==> config.mk <==
export PLATFORM = sky130hd
export DESIGN_NAME = c_comment_stripper_core
export DESIGN_NICKNAME = d
export VERILOG_FILES = /design/src/hw/rtl/ccs_pkg.sv /design/src/hw/rtl/c_comment_stripper_core.sv /design/src/hw/rtl/ccs_front.sv /design/src/hw/rtl/ccs_queue.sv /design/src/hw/rtl/ccs_back.sv
export VERILOG_INCLUDE_DIRS = /design/src /design/src/hw/rtl
export SDC_FILE = /design/constraint.sdc
export NUM_CORES = 1
export LEC_CHECK = 0
export BUFFER_PORTS_ARGS = -buffer_cell sky130_fd_sc_hd__buf_2
export CAP_MARGIN = 20
export CORE_MARGIN = 2
export CORE_UTILIZATION = 56
export DETAILED_ROUTE_END_ITERATION = 10
export PLACE_DENSITY = 0.75
export SYNTH_ARGS = -nofsm -noshare
export SYNTH_HDL_FRONTEND = slang
export SYNTH_SLANG_ARGS = --single-unit
==> constraint.sdc <==
create_clock -name clock -period 4.12 [get_ports clock]
set_clock_uncertainty 0.2 [all_clocks]
set_input_delay 0.206 -clock clock [delete_from_list [all_inputs] [get_ports clock]]
set_output_delay 0.206 -clock clock [all_outputs]
set_load 0.01 [all_outputs]
==> src/hw/rtl/assert_macros.svh <==
// ============================================================================
// Assertion macros
// Shared helpers for writing clocked concurrent assertions.
// ============================================================================
`ifndef ASSERT_MACROS_SVH
`define ASSERT_MACROS_SVH

// Checks a property at every rising clock edge outside of reset.
`define ASSERT_AT(lbl, clk, rst, prop, msg) \
   lbl: assert property (@(posedge clk) disable iff (rst) (prop)) else $error(msg);

// Checks that a condition never holds at a rising clock edge outside of reset.
`define ASSERT_NEVER(lbl, clk, rst, expr, msg) \
   `ASSERT_AT(lbl, clk, rst, !(expr), msg)

`endif

==> src/hw/rtl/ccs_pkg.sv <==
// ============================================================================
// C comment stripper package
// Shared types, character codes and sizing constants.
// ============================================================================
package ccs_pkg;

   // Default width of the line counter.
   localparam int LINE_BITS_DEF = 32;

   // Number of entries in the queue between the scanner and the output side.
   localparam int QUEUE_DEPTH = 4;

   // Character codes the scanner reacts to.
   localparam logic [7:0] CH_SLASH  = 8'h2F;
   localparam logic [7:0] CH_STAR   = 8'h2A;
   localparam logic [7:0] CH_NL     = 8'h0A;
   localparam logic [7:0] CH_DQUOTE = 8'h22;
   localparam logic [7:0] CH_SQUOTE = 8'h27;
   localparam logic [7:0] CH_SPACE  = 8'h20;

   // Scanner states.
   typedef enum logic [2:0] {
      ST_CODE    = 3'd0,
      ST_QUOTE   = 3'd1,
      ST_SLASH   = 3'd2,
      ST_COMMENT = 3'd3,
      ST_STAR    = 3'd4
   } scan_state_type;

   // Input word.
   typedef struct packed {
      logic       command;
      logic [7:0] in_byte;
   } req_type;

   // Result word.
   typedef struct packed {
      logic        is_report;
      logic [7:0]  out_byte;
      logic        unterminated;
      logic [31:0] error_line;
      logic        last;
   } rsp_type;

   // Work for the output side: one or two results from one input word.
   // When report is set, the final result is the end-of-input status.
   typedef struct packed {
      logic        two;
      logic        report;
      logic [7:0]  byte0;
      logic [7:0]  byte1;
      logic        unterminated;
      logic [31:0] error_line;
   } act_type;

endpackage

==> src/hw/rtl/c_comment_stripper_core.sv <==
// ============================================================================
// C comment stripper core
// Removes C block comments from a byte stream and reports open comments.
// ============================================================================
// One word is taken per cycle while the four-entry work queue has room; the
// scanner step finishes in that cycle. Results leave the output register at
// one word per cycle while rsp_ready is high, so a byte that yields one
// character takes one output word and a byte that yields two (a held slash
// plus the byte, or a held slash plus the end status) takes two, which sets
// the sustained rate. Results pass the queue, then the output register.
// Each comment becomes one space with its newlines kept; an end word gives
// a status word with the start line of any open comment.
`include "assert_macros.svh"

module c_comment_stripper_core #(
   parameter int LINE_BITS = ccs_pkg::LINE_BITS_DEF
) (
   input  logic             clock,
   input  logic             reset,
   input  logic             req_valid,
   output logic             req_ready,
   input  ccs_pkg::req_type req_data,
   output logic             rsp_valid,
   input  logic             rsp_ready,
   output ccs_pkg::rsp_type rsp_data
);
   import ccs_pkg::*;

   logic    push;
   act_type push_data;
   logic    q_full;
   logic    q_valid;
   logic    q_pop;
   act_type q_data;
   logic    rsp_report;
   logic    char_status;

   ccs_front #(
      .LINE_BITS (LINE_BITS)
   ) u_front (
      .clock     (clock),
      .reset     (reset),
      .req_valid (req_valid),
      .req_ready (req_ready),
      .req_data  (req_data),
      .q_full    (q_full),
      .push      (push),
      .push_data (push_data)
   );

   ccs_queue u_queue (
      .clock     (clock),
      .reset     (reset),
      .push      (push),
      .push_data (push_data),
      .full      (q_full),
      .pop       (q_pop),
      .q_valid   (q_valid),
      .q_data    (q_data)
   );

   ccs_back u_back (
      .clock     (clock),
      .reset     (reset),
      .q_valid   (q_valid),
      .q_data    (q_data),
      .q_pop     (q_pop),
      .rsp_valid (rsp_valid),
      .rsp_ready (rsp_ready),
      .rsp_data  (rsp_data)
   );

   // Status fields of the current result word, for the checks below.
   assign rsp_report  = rsp_valid && rsp_data.is_report;
   assign char_status = rsp_valid && !rsp_data.is_report &&
                        (rsp_data.unterminated || (rsp_data.error_line != 32'b0));

   // Queue never overflows or underflows.
   `ASSERT_AT(a_push_room, clock, reset, push |-> !q_full, "push into full queue")
   `ASSERT_AT(a_pop_entry, clock, reset, q_pop |-> q_valid, "pop from empty queue")
   // A status word always closes its item; a character word carries no status.
   `ASSERT_AT(a_report_last, clock, reset, rsp_report |-> rsp_data.last, "status word not last")
   `ASSERT_NEVER(a_char_clean, clock, reset, char_status, "character word carries status")

endmodule

==> src/hw/rtl/ccs_front.sv <==
// ============================================================================
// Comment stripper scanner
// Runs the comment automaton on each accepted word and queues its results.
// ============================================================================
module ccs_front #(
   parameter int LINE_BITS = ccs_pkg::LINE_BITS_DEF
) (
   input  logic             clock,
   input  logic             reset,
   input  logic             req_valid,
   output logic             req_ready,
   input  ccs_pkg::req_type req_data,
   input  logic             q_full,
   output logic             push,
   output ccs_pkg::act_type push_data
);
   import ccs_pkg::*;

   scan_state_type         state_ff, state_in;
   logic                   quote_ff, quote_in;
   logic [LINE_BITS-1:0]   line_ff, line_in;
   logic [LINE_BITS-1:0]   clines_ff, clines_in;
   logic                   accept;
   logic [7:0]             c;
   logic [1:0]             nres;
   logic                   bump;
   logic                   cbump;
   logic                   clr;
   logic                   is_quote;
   logic [LINE_BITS-1:0]   start_line;
   logic [LINE_BITS+31:0]  start_ext;
   logic [31:0]            start_sat;
   act_type                act;

   // A word is taken whenever the queue has room.
   assign req_ready = !q_full;
   assign accept    = req_valid && req_ready;
   assign c         = req_data.in_byte;
   assign is_quote  = (c == CH_DQUOTE) || (c == CH_SQUOTE);

   // Start line of an open comment, clamped to the 32-bit result field.
   assign start_line = line_ff - clines_ff;
   assign start_ext  = {32'b0, start_line};
   assign start_sat  = (|start_ext[LINE_BITS+31:32]) ? 32'hFFFF_FFFF : start_ext[31:0];

   // Next state and results for the current word.
   always_comb begin
      state_in         = state_ff;
      quote_in         = quote_ff;
      line_in          = line_ff;
      clines_in        = clines_ff;
      nres             = 2'd0;
      bump             = 1'b0;
      cbump            = 1'b0;
      clr              = 1'b0;
      act.two          = 1'b0;
      act.report       = 1'b0;
      act.byte0        = c;
      act.byte1        = c;
      act.unterminated = 1'b0;
      act.error_line   = 32'b0;

      if (req_data.command) begin
         // End of input flushes a pending slash, reports, and starts over.
         act.report = 1'b1;
         if (state_ff == ST_SLASH) begin
            nres      = 2'd2;
            act.byte0 = CH_SLASH;
         end else begin
            nres = 2'd1;
         end
         if ((state_ff == ST_COMMENT) || (state_ff == ST_STAR)) begin
            act.unterminated = 1'b1;
            act.error_line   = start_sat;
         end
         state_in  = ST_CODE;
         quote_in  = 1'b0;
         line_in   = LINE_BITS'(1);
         clines_in = '0;
      end else begin
         unique case (state_ff)
            ST_QUOTE: begin
               nres = 2'd1;
               if ((c == CH_DQUOTE && quote_ff) || (c == CH_SQUOTE && !quote_ff)) begin
                  state_in = ST_CODE;
               end else if (c == CH_NL) begin
                  bump = 1'b1;
               end
            end
            ST_SLASH: begin
               if (c == CH_STAR) begin
                  nres      = 2'd1;
                  act.byte0 = CH_SPACE;
                  clr       = 1'b1;
                  state_in  = ST_COMMENT;
               end else if (c == CH_SLASH) begin
                  nres      = 2'd1;
                  act.byte0 = CH_SLASH;
               end else begin
                  // The held slash goes out, then the byte as in code.
                  nres      = 2'd2;
                  act.byte0 = CH_SLASH;
                  if (is_quote) begin
                     quote_in = (c == CH_DQUOTE);
                     state_in = ST_QUOTE;
                  end else begin
                     bump     = (c == CH_NL);
                     state_in = ST_CODE;
                  end
               end
            end
            ST_COMMENT: begin
               if (c == CH_NL) begin
                  nres  = 2'd1;
                  bump  = 1'b1;
                  cbump = 1'b1;
               end else if (c == CH_STAR) begin
                  state_in = ST_STAR;
               end
            end
            ST_STAR: begin
               if (c == CH_SLASH) begin
                  clr      = 1'b1;
                  state_in = ST_CODE;
               end else if (c == CH_NL) begin
                  nres     = 2'd1;
                  bump     = 1'b1;
                  cbump    = 1'b1;
                  state_in = ST_COMMENT;
               end else if (c != CH_STAR) begin
                  state_in = ST_COMMENT;
               end
            end
            default: begin
               // Code state; unused codes behave the same way.
               if (is_quote) begin
                  nres     = 2'd1;
                  quote_in = (c == CH_DQUOTE);
                  state_in = ST_QUOTE;
               end else if (c == CH_SLASH) begin
                  state_in = ST_SLASH;
               end else begin
                  nres     = 2'd1;
                  bump     = (c == CH_NL);
                  state_in = ST_CODE;
               end
            end
         endcase

         // Line counter saturates; comment lines follow only real increments.
         if (bump && (line_ff != '1)) begin
            line_in = line_ff + LINE_BITS'(1);
            if (cbump) begin
               clines_in = clines_ff + LINE_BITS'(1);
            end
         end
         if (clr) begin
            clines_in = '0;
         end
      end

      act.two = (nres == 2'd2);
   end

   assign push      = accept && (nres != 2'd0);
   assign push_data = act;

   // Scanner state registers.
   always_ff @(posedge clock) begin
      if (reset) begin
         state_ff  <= ST_CODE;
         quote_ff  <= 1'b0;
         line_ff   <= LINE_BITS'(1);
         clines_ff <= '0;
      end else if (accept) begin
         state_ff  <= state_in;
         quote_ff  <= quote_in;
         line_ff   <= line_in;
         clines_ff <= clines_in;
      end
   end

endmodule

==> src/hw/rtl/ccs_queue.sv <==
// ============================================================================
// Comment stripper work queue
// Small FIFO of pending result work between the scanner and output side.
// ============================================================================
module ccs_queue (
   input  logic             clock,
   input  logic             reset,
   input  logic             push,
   input  ccs_pkg::act_type push_data,
   output logic             full,
   input  logic             pop,
   output logic             q_valid,
   output ccs_pkg::act_type q_data
);
   import ccs_pkg::*;

   localparam int PTR_W = (QUEUE_DEPTH > 1) ? $clog2(QUEUE_DEPTH) : 1;
   localparam int CNT_W = $clog2(QUEUE_DEPTH + 1);

   act_type            slot_ff [QUEUE_DEPTH];
   logic [PTR_W-1:0]   wr_ptr_ff, wr_ptr_in;
   logic [PTR_W-1:0]   rd_ptr_ff, rd_ptr_in;
   logic [CNT_W-1:0]   count_ff, count_in;

   assign full    = (count_ff == CNT_W'(QUEUE_DEPTH));
   assign q_valid = (count_ff != '0);
   assign q_data  = slot_ff[rd_ptr_ff];

   // Pointer and fill count updates.
   always_comb begin
      wr_ptr_in = wr_ptr_ff;
      rd_ptr_in = rd_ptr_ff;
      count_in  = count_ff;
      if (push) begin
         wr_ptr_in = (wr_ptr_ff == PTR_W'(QUEUE_DEPTH - 1)) ? '0 : wr_ptr_ff + PTR_W'(1);
      end
      if (pop) begin
         rd_ptr_in = (rd_ptr_ff == PTR_W'(QUEUE_DEPTH - 1)) ? '0 : rd_ptr_ff + PTR_W'(1);
      end
      if (push && !pop) begin
         count_in = count_ff + CNT_W'(1);
      end else if (pop && !push) begin
         count_in = count_ff - CNT_W'(1);
      end
   end

   always_ff @(posedge clock) begin
      if (reset) begin
         wr_ptr_ff <= '0;
         rd_ptr_ff <= '0;
         count_ff  <= '0;
      end else begin
         wr_ptr_ff <= wr_ptr_in;
         rd_ptr_ff <= rd_ptr_in;
         count_ff  <= count_in;
      end
   end

   // Entry storage.
   always_ff @(posedge clock) begin
      if (push) begin
         slot_ff[wr_ptr_ff] <= push_data;
      end
   end

endmodule

==> src/hw/rtl/ccs_back.sv <==
// ============================================================================
// Comment stripper output side
// Expands queued work into result words through an output register.
// ============================================================================
module ccs_back (
   input  logic             clock,
   input  logic             reset,
   input  logic             q_valid,
   input  ccs_pkg::act_type q_data,
   output logic             q_pop,
   output logic             rsp_valid,
   input  logic             rsp_ready,
   output ccs_pkg::rsp_type rsp_data
);
   import ccs_pkg::*;

   logic    sub_ff, sub_in;
   logic    rsp_valid_ff, rsp_valid_in;
   rsp_type rsp_data_ff, rsp_data_in;
   logic    load;
   logic    final_res;
   logic    is_rep;

   // A new word is loaded when the output register is empty or being taken.
   assign load      = q_valid && (!rsp_valid_ff || rsp_ready);
   assign final_res = sub_ff || !q_data.two;
   assign is_rep    = q_data.report && final_res;
   assign q_pop     = load && final_res;

   // Build the next result word from the head entry.
   always_comb begin
      rsp_data_in.is_report    = is_rep;
      rsp_data_in.out_byte     = is_rep ? 8'h00 : (sub_ff ? q_data.byte1 : q_data.byte0);
      rsp_data_in.unterminated = is_rep && q_data.unterminated;
      rsp_data_in.error_line   = is_rep ? q_data.error_line : 32'b0;
      rsp_data_in.last         = final_res;

      sub_in       = load ? !final_res : sub_ff;
      rsp_valid_in = load ? 1'b1 : (rsp_valid_ff && !rsp_ready);
   end

   always_ff @(posedge clock) begin
      if (reset) begin
         sub_ff       <= 1'b0;
         rsp_valid_ff <= 1'b0;
      end else begin
         sub_ff       <= sub_in;
         rsp_valid_ff <= rsp_valid_in;
      end
   end

   always_ff @(posedge clock) begin
      if (load) begin
         rsp_data_ff <= rsp_data_in;
      end
   end

   assign rsp_valid = rsp_valid_ff;
   assign rsp_data  = rsp_data_ff;

endmodule
* Yosys cells after proc, flatten, opt, wreduce, memory -nomap -nowiden
Memories as Yosys holds them, arrays and structs flattened. A register that Yosys moved wholly into a read port is not among the register bits. Cells that the tools add are included.
Word-level totals: register bits 120, memory bits (writable) 204, output and inout bits 45, memories kept 1
Cells by class: add/subtract/negate cells 7, equality and inequality tests 23, mux-type cells 66, reductions and logical operators 36
Memories:
- u_queue.slot_ff | depth 4, width 51, read ports 1, clocked after Yosys merged registers in 1, wr ports 1, line ccs_queue.sv:20 | act_type slot_ff [QUEUE_DEPTH];
Operators with widths (count):
- two-way mux 32 bit | 6
- two-way mux 33 bit | 2
- adder 32 x 1 -> 32 bit, second input constant | 2
- two-way mux 3 bit | 12
- equality test 8 x 6 -> 1 bit, second input constant | 4
- two-way mux 8 bit | 4
- != test 32 bit, second input constant | 1
- subtractor 32 bit | 1
- two-way mux 1 bit | 25
- two-way mux 2 bit | 10
- logical AND 1 bit | 12
- != test 3 bit, second input constant | 4
- one-hot mux 3 bit (4 select lines) | 1
- nonzero test 3 bit | 3
- equality test 8 x 4 -> 1 bit, second input constant | 1
- zero test 1 bit | 8
- != test 8 x 6 -> 1 bit, second input constant | 1
- one-hot mux 2 bit (4 select lines) | 1
- equality test 2 bit, second input constant | 3
- equality test 3 x 2 -> 1 bit, second input constant | 2
- equality test 3 bit, second input constant | 2
- one-hot mux 1 bit (2 select lines) | 3
- AND reduction 6 bit | 1
- nonzero test 2 bit | 3
- other kinds (15) | 20

* Longest topological paths before layout
Gate-level depths: netlist of the first run.
depth after elaboration 11, mapped depth 13, mapped depth without buffers 12

* Hierarchy
Synthesis of the first run repeated with hierarchy kept, for this count alone.
Second synthesis, totals: cell total of the unflattened synthesis 1185, area, all modules 15103.2 um^2
Modules (own cells, without submodules):
- ccs_queue | instances 1, cells each 311, area each 7860.0 um^2, seq. area each 6306.0 um^2
- ccs_front | instances 1, cells each 754, area each 5456.5 um^2, seq. area each 1361.3 um^2
- ccs_back | instances 1, cells each 120, area each 1786.7 um^2, seq. area each 1331.3 um^2

* Worst setup path after synthesis of the first run
Ideal clock, no wire load.
path type flip-flop to flip-flop, from register u_queue.count_ff[0], to register u_queue.count_ff[2], library setup time 70 ps, data arrival time 4226 ps, setup slack -376 ps, stages on the path, launching flop included 10, buffers on the path 0, clock period less this slack 4496 ps, cell sequence dfxtp_1 > nor3_1 > a21oi_1 > nand2_1 > ha_1 > inv_1 > fa_1 > xor2_1 > or3_1 > a21oi_1
RTL lines:
- start: declaration | line ccs_queue.sv:23 | logic [CNT_W-1:0] count_ff, count_in;
- start signal: assignment | line ccs_queue.sv:55 | count_ff <= count_in;
- nonzero test 3 bit * | line ccs_queue.sv:26 | assign q_valid = (count_ff != '0);
- logical AND 1 bit * | line ccs_back.sv:25 | assign load = q_valid && (!rsp_valid_ff || rsp_ready);
- named net u_back.load | line ccs_back.sv:20 | logic load;
- logical AND 1 bit * | line ccs_back.sv:28 | assign q_pop = load && final_res;
- zero test 1 bit | line ccs_queue.sv:40 | if (push && !pop) begin
- logical AND 1 bit | line ccs_queue.sv:40
- two-way mux 3 bit or nonzero test 2 bit (tied branches)
The timed path passes the listed nets; every way through them passes the cells marked *. The select of a mux whose other input is x is not followed. A chain may end at the register's enable or synchronous reset.

* Final worst setup path of the first run
from input port req_data[7] (netlist bit), to register u_queue.count_ff[2]
On the way: cells in the longest elaborated chain, start to end 10
RTL lines:
- start: declaration | line c_comment_stripper_core.sv:22 | input ccs_pkg::req_type req_data,
- equality test 8 x 6 -> 1 bit, or another cell as far along | line ccs_front.sv:96, ccs_front.sv:122, ccs_front.sv:140
- two-way mux 1 bit, or another cell as far along | line ccs_front.sv:140 | end else if (c == CH_SLASH) begin
- two-way mux 2 bit, or another cell as far along | line ccs_front.sv:136 | if (is_quote) begin
- one-hot mux 2 bit (4 select lines) * | line ccs_front.sv:81 | unique case (state_ff)
- two-way mux 2 bit * | line ccs_front.sv:63 | if (req_data.command) begin
- nonzero test 2 bit * | line ccs_front.sv:165 | assign push = accept && (nres != 2'd0);
- logical AND 1 bit * | line ccs_front.sv:165
- zero test 1 bit | line ccs_queue.sv:42 | end else if (pop && !push) begin
- logical AND 1 bit | line ccs_queue.sv:42
- nonzero test 2 bit (no line)
Every way passes the cells marked *; elsewhere a longest branch is shown, timed or not.

==> impl_summary.md, run 1 <==
CTS
The number of H-tree levels is 2. The count of clock tree sinks is 326. The CTS tree is yes. The number of CTS-inserted buffers is 34. The number of setup buffers added after CTS is 0. The register clock-pin slew on the reported worst setup and hold paths is approximately 60 ps. The number of hold buffers added after CTS was 12. For the worst-skew pair, the clock arrives at the later sink with an insertion delay of 510 ps. The count of instances resized after the clock tree is built is 0. In this run the deepest clock path goes through 3 buffers. CTS placed an instance of sky130_fd_sc_hd__clkbuf_16 at the clock tree root.

Floorplan
The die is about 170 µm wide. The total die area is 0.0283 mm². After floorplanning, the core was divided into 60 placement rows. The die is about 170 µm tall.

The initial utilization of the core area, before any placement, comes to 0.566. The core region is between 0.02 and 0.03 mm². The number of top-level design ports is 58.

Layout
The multi-input logic area is between 0.005 and 0.006 mm². The number of nets in the finished design is 1271. The number of fillers in the final layout is 1914.

The final instance area is ~0.017 mm². Of the cells placed in the final design, the portion with a size suffix greater than 1 is 0.190. The number of diodes added for antenna fixing is 0.

The area growth from synthesis to layout is 12.6%. In the final layout, flip-flops and latches occupy 0.00900 mm².

Power and ir drop
VDD sags by at most 0.270 mV. In this run the power density over the cells is roughly 540 mW/mm². Total power for the finished layout comes to 9.11 mW. The switching power total is 2.41 mW. The leakage power of the design is 5.84 nW.

The clock power share is 0.331. Of the total power, registers draw 0.467. The internal power is 6.70 mW.

Of the total power, the share spent switching nets is 0.264. The portion of total power attributed to combinational logic is 0.203.

Global routing
The number of global-route vias before repair was 9077. The total congestion overflow is 0. The met3 global-route usage is 0.0355. Entering global routing, the biggest net connects 50 pins. The first global-routing pass estimated between 40000 and 50000 µm of wire.

The layer flagged by global routing as most heavily used is met2. Across every metal layer, demand over resource in global routing totals 0.215. The met2 usage is 0.354. The met1 routing resource usage after global routing is 0.297.

The number of antenna violations at the first check in global routing is 1.

Min path
The count of cells along the worst hold path is 5. The end point of the most critical hold path is u_front.quote_ff. In this run the worst hold path is classified as in -> reg. The critical hold path startpoint is req_valid.

Route
After detailed routing, the average wire length per cell comes to 19.1 µm. In this run the remaining antenna-violating nets after routing total 0. Wires add up to around 30000 µm. The detailed-route vias per instance is around 5.9. The detailed-routing iteration count for the pre-antenna-repair pass is 7. The number of DRC markers in iteration 0 is 795.

The total number of vias is between 9000 and 10000. The post-detailed-route DRC marker count is 0.

STA
The setup slack of the critical path after layout is around 410 ps. The number of hold-slack violations in the final timing report was 0. The max-slew violation count is 0. The clock period minus final worst setup slack is ~3700 ps. Measured against its own limit, the worst slew margin works out to 0.297. Setup violations remaining at the end of the flow were counted as 0. Setup repair after global routing left no endpoint under its margin. The highest clock rate is 270 MHz.

After routing, the total negative slack on setup checks comes to 0 ps. At the pin with the least slew margin, the transition time is around 1100 ps. The final critical-path share of the clock period is 0.900.

Setup path
The reg-to-reg setup timing slack is 690 ps. The count of buffering cells on the critical path with inverters included is 3. The required time at the endpoint of the critical path is 4350 ps.

The most critical setup path has its startpoint at req_data[7]. In this design, the critical path's most frequently occurring cell is sky130_fd_sc_hd__a21oi_1. The endpoint kind of the worst setup timing path is a register. The slowest stage of the critical path belongs to the cell sky130_fd_sc_hd__or4_1. In this run the critical register-to-register path is launched from u_front.clines_ff[7]. The maximum fanout along the worst path is 7. The critical path goes through dlygate4sd3_1 -> buf_2 -> or3_4 -> or4_1 -> a21oi_1 -> o31ai_1 -> a21oi_1 -> o31a_1 -> ha_1 -> inv_1 -> fa_1 -> xor2_1 -> or3_1 -> a21oi_1. The sort of element at the start of the critical path is an input port. The capture instance of the worst register-to-register path is u_queue.slot_ff[1][27]. The kind of cell adding the most delay to the critical path is simple AND/OR/NAND/NOR gates. The highest cell delay on the worst timing path is 560 ps.

The number of cells on the worst reg-to-reg path is 9. The setup path with the least slack is of type in -> reg. STA puts the critical path data arrival time at 3940 ps.

Place
The global placement routability congestion is between 0.8 and 0.9. Before CTS, the worst setup slack after placement is 501 ps. The half-perimeter wire length after detailed placement is 19700 µm. After detailed placement, the total cell area comes to 0.0158 mm². The number of buffer cells added on primary ports is 57.

Synthesis
The async set-or-reset flop fraction in the synthesized netlist is 0. For this run, the number of Yosys warnings is 0. The number of distinct library cell variants in the gate-level netlist after synthesis is 78. The cell accounting for the most synthesized area is sky130_fd_sc_hd__edfxtp_1. The total nets after synthesis is 1197.

The post-synthesis average cell area is 13.2 µm². After technology mapping, the gate count stands at roughly 1100. Ranked by total cell area, the synthesized netlist is headed by sky130_fd_sc_hd__edfxtp_1 49%, sky130_fd_sc_hd__dfxtp_1 10%, sky130_fd_sc_hd__mux4_2 7.6%, sky130_fd_sc_hd__ha_1 3.2%, sky130_fd_sc_hd__nor2_1 3.1%. Counting flops with a built-in enable in the synthesized netlist gives 247.

The count of state elements after synthesis is 326. The top-area cell type share of the netlist area is 0.490. The cell area after technology mapping is 0.0151 mm². For this run, the leading register cell type out of synthesis is sky130_fd_sc_hd__edfxtp_1. For this run, the register share of the synthesized area comes to 0.595.

Status
The run finished with clean final reports.

Run
Max-cap violations in this run came to 0.
-- cells in the mapped netlist (all sizes together) (2+ instances only) --
library cell / count
or2: 4
o2111ai: 4
nor2: 124
nor4: 19
xor2: 31
nand4: 19
a31oi: 7
dfxtp: 79
nor4b: 2
nand2: 59
and4: 10
mux2i: 15
mux4: 51
a21boi: 3
o31a: 3
o41a: 3
a211oi: 6
and3: 41
o311ai: 2
a21oi: 43
o21a: 11
o21ai: 30
o21bai: 2
o211ai: 3
nand2b: 7
buf: 15
nor2b: 10
edfxtp: 247
inv: 57
nor3: 29
nand3: 29
nand4b: 4
a21o: 12
xnor2: 46
o41ai: 2
clkbuf: 30
o31ai: 2
nor3b: 2
or4: 4
ha: 39
and2: 12
or3: 10
fa: 2
-- flip-flops by register name, indices dropped and copies added, names as in the netlist, named ones only --
| name | cells |
|---|---|
| u_back.sub_ff | 1 |
| u_back.rsp_valid | 1 |
| u_front.state_ff | 3 |
| u_queue.count_ff | 3 |
| u_front.clines_ff | 32 |
| u_front.quote_ff | 1 |
| u_back.rsp_data | 43 |
| u_queue.wr_ptr_ff | 2 |
| u_front.line_ff | 32 |
| u_queue.rd_ptr_ff | 2 |
| u_queue.slot_ff | 204 |
-- worst reg2reg max path: stages, from the launching register on --
cell,delay (ps)
sky130_fd_sc_hd__dfxtp_1,380
sky130_fd_sc_hd__inv_1,90
sky130_fd_sc_hd__ha_1,380
sky130_fd_sc_hd__nand2_1,100
sky130_fd_sc_hd__nor2_1,40
sky130_fd_sc_hd__o41a_1,420
sky130_fd_sc_hd__o2111ai_1,430
sky130_fd_sc_hd__a21oi_1,210
sky130_fd_sc_hd__o41a_1,450
sky130_fd_sc_hd__nor3_1,460
-- per-layer routing --
layer  vias to the layer above  routed length, µm
met1                      4489              13300
met5                         -                  0
li1                       4432                  -
met2                       281              14300
met4                         0                731
met3                        57               1750
-- final cells by class --
type,count,share of cell area
clock buffers,40,0.0538
clock inverters,18,0.0112
well taps,341,0.0251
flip-flops and latches,326,0.529
repair buffers,83,0.0322
multi-input cells,714,0.336
inverters,58,0.0128
-- logic make-up after synthesis --
kind of cell    after synthesis  share of synthesized area
compound gates              142                     0.0657
xor+xnor                     77                     0.0446
fa+ha+maj                    41                     0.0349
buf+inv                     103                     0.0280
flops                       326                      0.595
mux                          67                     0.0866
simple gates                387                      0.145
-- through the flow --
stage | std cells | util | hold WS, ps
3_5_place_dp | 1510 | 0.591 | 262
4_1_cts | 1580 | 0.637 | 176
5_1_grt | 1580 | 0.637 | 266
3_3_place_gp | 1510 | 0.591 | 257
2_1_floorplan | 1143 | - | 105
6_report | 1580 | 0.637 | 190
-- placed cells by master (no fill, tap or decap), drive strengths merged, types with 41 or more instances in the layout --
cell type and n:
xnor2 46, nand2 59, dfxtp 79, a21oi 43, nor2 124, edfxtp 247
buf 71, and3 41, inv 57, mux4 51
-- power by group through the flow --
| stage | clock [mW] | combinational, mW | sequential [mW] |
|---|---|---|---|
| final | 3.02 | 1.85 | 4.25 |
| after global routing | 3.18 | 2.03 | 4.29 |
| after CTS | 3.07 | 1.89 | 4.26 |
| after detailed placement | 0 | 1.87 | 4.32 |
| after global placement | 0 | 1.84 | 4.30 |
| after floorplan | 0 | 1.19 | 4.40 |
-- how the worst max path moves through the flow --
stage / slack (ps) / cells after the start / to
2_1_floorplan: 530 / 8 / u_queue.slot_ff[0][0]
6_report: 410 / 14 / u_queue.count_ff[2]
3_3_place_gp: 570 / 13 / u_queue.count_ff[2]
4_1_cts: 450 / 14 / u_queue.count_ff[2]
5_1_grt: 150 / 14 / u_queue.count_ff[2]
3_5_place_dp: 500 / 13 / u_queue.count_ff[2]
No activity file was read; power rests on OpenSTA's default activity.
==> run 2, diff against run 1 <==
Settings changed: BUFFER_PORTS_ARGS -buffer_cell sky130_fd_sc_hd__buf_2 to -buffer_cell sky130_fd_sc_hd__buf_4, GPL_ROUTABILITY_DRIVEN set to 0.
==> run 2 against run 1 <==
Wire length increased by 3.4%. Clock power fell by 7.3%. Total power fell by 0.44%. Global-route usage increased by 0.38 points. Utilization increased by 0.30 points. Hold slack got worse by 24 ps. Flip-flop and latch count unchanged. Die area is the same. Combinational power grew 8%. Register-to-register slack worse by 60 ps. Via count grew 2.0%. Critical path depth is the same.
==> impl_summary.md, run 2 (synthesis gave the netlist of run 1 again) <==
Status
The run finished with clean final reports.

Place
The number of buffer cells added on primary ports is 57. The half-perimeter wire length after detailed placement is roughly 20000 µm. The cell area reported after detailed placement is 0.0160 mm².

Route
The number of antenna-violating nets in the routed design is 0. The number of DRC markers in iteration 0 is 838. The first detailed-routing pass ran for 5 iterations. The total detailed-routing wirelength is 31200 µm. The detailed-route vias per instance is slightly below 6. The post-detailed-route DRC marker count is 0. The average detailed-routed wire length per instance is 19.7 µm. The detailed router placed 9444 vias in this run.

CTS
The number of hold buffers added after CTS was 13. TritonCTS built the clock tree. Clock tree synthesis selected as its root buffer the cell sky130_fd_sc_hd__clkbuf_16. The number of clock buffers added by TritonCTS is 34.

The clock latency reported for the late side of the worst-skew pair is a little over 500 ps. The number of setup buffers added after CTS is 0. The number of H-tree levels is 2. The maximum buffer depth of the clock tree is 3. The count of clock tree sinks is 326. The register clock-pin slew on the reported worst setup and hold paths is ~60 ps. The count of instances resized after the clock tree is built is 0.

Global routing
Summed over all layers, the global routing overflow is 0. Across every metal layer, demand over resource in global routing totals 0.219. The pin count of the biggest net entering global routing is between 50 and 60. The number of antenna violations at the first check in global routing came to 0. The number of global-route vias before repair is approximately 9100.

The first global-routing pass estimated 48700 µm of wire.

Setup path
The signal arrival time at the worst endpoint is 3900 ps. The endpoint kind of the worst setup timing path is a register. STA classifies the critical path startpoint as an input port. The reg-to-reg setup timing slack is 630 ps.

Data on the critical path is required at its endpoint by between 4000 and 5000 ps. The type of the setup path with the least slack is in -> reg. The maximum fanout along the worst path is 7.

Layout
The share of layout cells above drive strength 1 is 0.182. The number of nets in the finished design is 1272. The top cell types in the final layout, fill and taps aside, are 247 x sky130_fd_sc_hd__edfxtp_1, 124 x sky130_fd_sc_hd__nor2_1, 77 x sky130_fd_sc_hd__dfxtp_1.

u_queue.slot_ff holds more flip-flops than any other register. The relative area change from synthesis to final layout is 13.1%. The filler cells instantiated in the layout total between 1500 and 2000.

After routing the design area is 0.0171 mm². Leaving out fill and tap cells, the most frequent cell in the layout is sky130_fd_sc_hd__edfxtp_1. The repair_antennas step left the layout with diodes totalling 0.

The register with the most flip-flops in the layout has between 200 and 250 of them.

Min path
The classification of the worst-slack hold path is in -> reg.

STA
The clock period minus final worst setup slack is 3670 ps. The number of hold-slack violations in the final timing report was 0. The normalized max-slew margin is 0.270. The number of setup violations in the final report is 0. After routing, the total negative slack on setup checks comes to 0 ps. Setup repair after global routing left no endpoint under its margin. The max-slew violation count is 0. Derived from the worst setup path, the maximum achievable clock frequency is 272 MHz. Dividing the final minimum period by the clock period gives 0.892. At the pin with the least slew margin, the transition time is 1090 ps.

Power and ir drop
The power density over cell area is 530 mW/mm². In this run the static leakage power is 5.85 nW. The peak supply drop is 0.349 mV.

Floorplan
For this configuration, the core starts out at a cell density of 0.566. The cell row count is 60. From bottom edge to top edge, the die measures around 170 µm. The total die area is about 0.028 mm².

58 I/O pins were placed. The region available for standard cell placement spans 0.0267 mm². The x dimension of the die is 168 µm.

Run
Across the run, the number of max-cap violations was 0.
run 2: cell count changes in the layout (fill, tap and decap cells not counted), sizes merged:
cell         delta
clkbuf          +4
bufinv          -2
clkinv          +2
clkinvlp        -2
inv             +2
dlygate4sd3     +1
run 2: cell type report:
cell class / instances / area (µm²) / share of cell area
multi-input cells: 714 / 5730 / 0.335
inverters: 58 / 218 / 0.0127
well taps: 341 / 427 / 0.0249
clock buffers: 44 / 888 / 0.0519
clock inverters: 18 / 121 / 0.00709
flip-flops and latches: 326 / 9000 / 0.526
repair buffers: 84 / 726 / 0.0424
run 2: through the flow:
step | total power, mW | hold WS (ps) | setup slack [ps] | cells | utilization
finish | 9.07 | 166 | 446 | 1585 | 0.640
global route | 9.45 | 236 | 230 | 1585 | 0.640
CTS | 9.16 | 154 | 475 | 1585 | 0.640
detailed placement | 6.33 | 237 | 530 | 1510 | 0.598
global placement | 6.27 | 231 | 560 | 1510 | 0.598
floorplan | 5.60 | 105 | 532 | 1143 | -
run 2: where the power goes:
part | internal [mW] | total [mW] | switching, mW | leakage, nW
registers | 4.10 | 4.28 | 0.175 | 2.87
clock network | 1.59 | 2.80 | 1.21 | 0.492
logic | 0.938 | 2.00 | 1.06 | 2.48
run 2: worst paths after layout:
kind | end | from | cells past startpoint
worst min-delay path | u_front.quote_ff | req_valid | 5
worst min register to register | u_front.quote_ff | u_front.quote_ff | 2
worst max-delay path | u_queue.count_ff[2] | req_data[4] | 14
worst max register to register | u_queue.slot_ff[3][27] | u_front.clines_ff[7] | 9
run 2: layer usage:
layer | track usage | vias up | routed length, µm
li1 | - | 4434 | -
met1 | 0.304 | 4701 | 13900
met2 | 0.362 | 252 | 15100
met3 | 0.0364 | 57 | 1540
met4 | 0.0626 | 0 | 677
met5 | 0 | - | 0
run 2: critical path: stages:
cell and delay [ps]:
sky130_fd_sc_hd__dlygate4sd3_1 540, sky130_fd_sc_hd__buf_4 160, sky130_fd_sc_hd__or4b_4 600, sky130_fd_sc_hd__or3_4 380, sky130_fd_sc_hd__nand2b_1 130, sky130_fd_sc_hd__o21ai_0 90, sky130_fd_sc_hd__a21oi_1 170, sky130_fd_sc_hd__o31a_1 290
sky130_fd_sc_hd__ha_1 230, sky130_fd_sc_hd__inv_1 70, sky130_fd_sc_hd__fa_1 430, sky130_fd_sc_hd__xor2_1 160, sky130_fd_sc_hd__or3_1 310, sky130_fd_sc_hd__a21oi_1 150
==> run 3, diff against run 2 <==
Settings changed: CORE_ASPECT_RATIO set to 0.5, PLACE_DENSITY 0.75 to 0.72.
Clock period 4.12 ns to 3.73 ns, I/O delays scaled along.
==> run 3 against run 2 <==
Hold slack improved by 40 ps. Final area is 0.14% lower. Critical path type unchanged. Register-to-register slack lost 340 ps. Combinational power up 10%. Clock-buffer cell count decreased by 4. Wire length grew 4.6%. Largest cell class unchanged. Die area increased by 0.28%. Critical endpoint unchanged. Largest power group unchanged. Cell count rose by 0.76%. Sequential share of layout area is 0.073 points higher.
==> impl_summary.md, run 3 (synthesis gave the netlist of run 1 again) <==
Status
The run finished with clean final reports.

Place
The HPWL after detailed placement is 21400 µm. Buffers placed on the I/O ports in this run total 57. The post-place setup slack is 256 ps. After detailed placement, the design holds a cell count of 1531. The cell area reported after detailed placement is ~0.016 mm².

Setup path
Data on the critical path arrives at its endpoint at 3770 ps. STA classifies the critical path startpoint as an input port. Among all stages on the critical path, the largest delay is contributed by sky130_fd_sc_hd__or4b_4.

The signal on the critical path passes through dlygate4sd3_1 -> buf_4 -> or4b_4 -> or3_4 -> nand2b_1 -> o21ai_0 -> a21oi_1 -> o31a_1 -> ha_1 -> inv_1 -> fa_1 -> xor2_1 -> or3_1 -> a21oi_1. The largest single stage delay on the critical path is 590 ps. STA classifies the critical path endpoint as a register.

The setup path with the least slack is of type in -> reg. In this run the worst path has a maximum fanout of 7. The cell type with the highest occurrence count on the critical path is sky130_fd_sc_hd__a21oi_1.

The required time at the endpoint of the critical path is between 4000 and 5000 ps.

CTS
The number of H-tree levels is 1. Clock tree synthesis found a total of 326 sinks. The register clock-pin slew on the reported worst setup and hold paths is 70 ps.

Counting the buffers created by CTS gives 29. The root buffer cell chosen for the clock tree is sky130_fd_sc_hd__clkbuf_16. No sink is reached through more buffers than the 3 on the longest clock path. For the worst-skew pair, the clock arrives at the later sink with an insertion delay of about 570 ps. TritonCTS built the clock tree.

Route
The count of nets left with antenna violations once routing finished came out at 0. The average detailed-routed wire length per instance is 20.4 µm. Using the TritonRoute via totals, the vias-per-cell ratio works out to around 6. The post-detailed-route DRC marker count is 0. The first detailed-routing pass ran for 5 iterations.

The routed design has 32600 µm of wire. The number of DRC markers in iteration 0 is around 840. The final route contains between 9000 and 10000 vias.

Power and ir drop
The power density over cell area is between 500 and 600 mW/mm². The analysis attributes to cell leakage a power of between 5 and 6 nW. The peak supply drop is 0.331 mV. The total design power is 10.0 mW.

Global routing
The first global-routing pass estimated 51500 µm of wire. The pin count of the biggest net entering global routing is 51. The total congestion overflow is 0. The overall global routing resource usage is 0.233.

The number of global-route vias before repair is 9540. The number of antenna violations at the first check in global routing came to 0.

STA
Counting I/O delays and the setup requirement, the final critical path takes 3490 ps. Measured against its own limit, the worst slew margin works out to 0.414. The number of hold-slack violations in the final timing report is 0. Setup violations remaining at the end of the flow were counted as 0. The max-slew violation count is 0. The final critical-path share of the clock period is 0.936. The worst-case hold slack is a little over 200 ps. The accumulated negative setup slack is 0 ps. The worst path meets setup with 239 ps of slack. The actual slew at the worst max-slew pin is roughly 900 ps. Setup repair after global routing left no endpoint under its margin.

The highest clock rate is 286 MHz.

Layout
The share of layout cells above drive strength 1 is 0.192. Relative to the synthesized area, the layout overhead comes to 13.0%. The final cell count without fillers is 1597. The filler cells instantiated in the layout total slightly below 2000. In the layout the commonest cells are 247 x sky130_fd_sc_hd__edfxtp_1, 124 x sky130_fd_sc_hd__nor2_1, 81 x sky130_fd_sc_hd__buf_4. The number of flip-flops in the largest register is 204.

The number of nets in the finished design is 1276. The post-route core utilization is 0.645. The repair_antennas step left the layout with diodes totalling 0. The library cell used most frequently in the layout, excluding fill and tap cells, is sky130_fd_sc_hd__edfxtp_1. Once layout is done, the placed cells without fillers occupy around 0.017 mm². The top register by number of flip-flops is u_queue.slot_ff.

Min path
The worst hold path belongs to the class in -> reg.

Floorplan
Measured along the y axis, the die boundary spans 120 µm. Row generation in the floorplan step produced 42 rows. The initial core utilization is 0.571. The x dimension of the die is 236 µm. The core footprint is 0.0265 mm². During I/O placement, the number of pins put on the boundary was 58. The floorplan step defined a die boundary enclosing approximately 0.028 mm².

Run
Across the run, the number of max-cap violations was 0.
run 3: power breakdown:
part | total, mW | switching (mW) | internal [mW]
logic | 2.20 | 1.15 | 1.04
clock network | 3.04 | 1.31 | 1.73
registers | 4.76 | 0.230 | 4.53
run 3: worst max-delay path: cells and delay by family:
| family | cells | cell delay (ps) |
|---|---|---|
| xor gates and xnor gates | 1 | 160 |
| adders and majority gates | 2 | 640 |
| AOI/OAI and AO/OA | 4 | 630 |
| buffers and inverters | 3 | 770 |
| and+or+nand+nor | 4 | 1400 |
run 3: area by class of cell:
class,count,area (µm²),area share
Sequential cell,326,9000,0.527
Multi-Input combinational cell,714,5730,0.336
Clock buffer,40,807,0.0472
Timing Repair Buffer,93,728,0.0426
Tap cell,352,440,0.0258
Inverter,58,218,0.0127
Clock inverter,14,156,0.00915
run 3: path summary, 6_finish.rpt:
path,depth (start not counted),endpoint,startpoint,slack (ps)
hold / removal,2,u_queue.slot_ff[1][39],req_data[6],210
setup / recovery,14,u_queue.count_ff[2],req_data[4],240
setup reg to reg,9,u_queue.slot_ff[1][27],u_front.clines_ff[4],290
hold reg to reg,2,u_front.quote_ff,u_front.quote_ff,260
run 3: what timing repair did:
action | CTS | global route
buffers inserted | 0 | 0
endpoints found under the hold margin | 87 | 0
gates resized for setup | 0 | 1
endpoints found under the setup margin | 0 | 4
hold buffers | 12 | 0
run 3: metal layers:
layer | share of wire | wire, µm | vias up | track usage
met5 | 0 | 0 | - | 0
met4 | 0.015 | 494 | 0 | 0.0443
met3 | 0.061 | 1990 | 45 | 0.0370
met2 | 0.46 | 15000 | 310 | 0.378
met1 | 0.46 | 15100 | 4797 | 0.341
li1 | - | - | 4449 | -
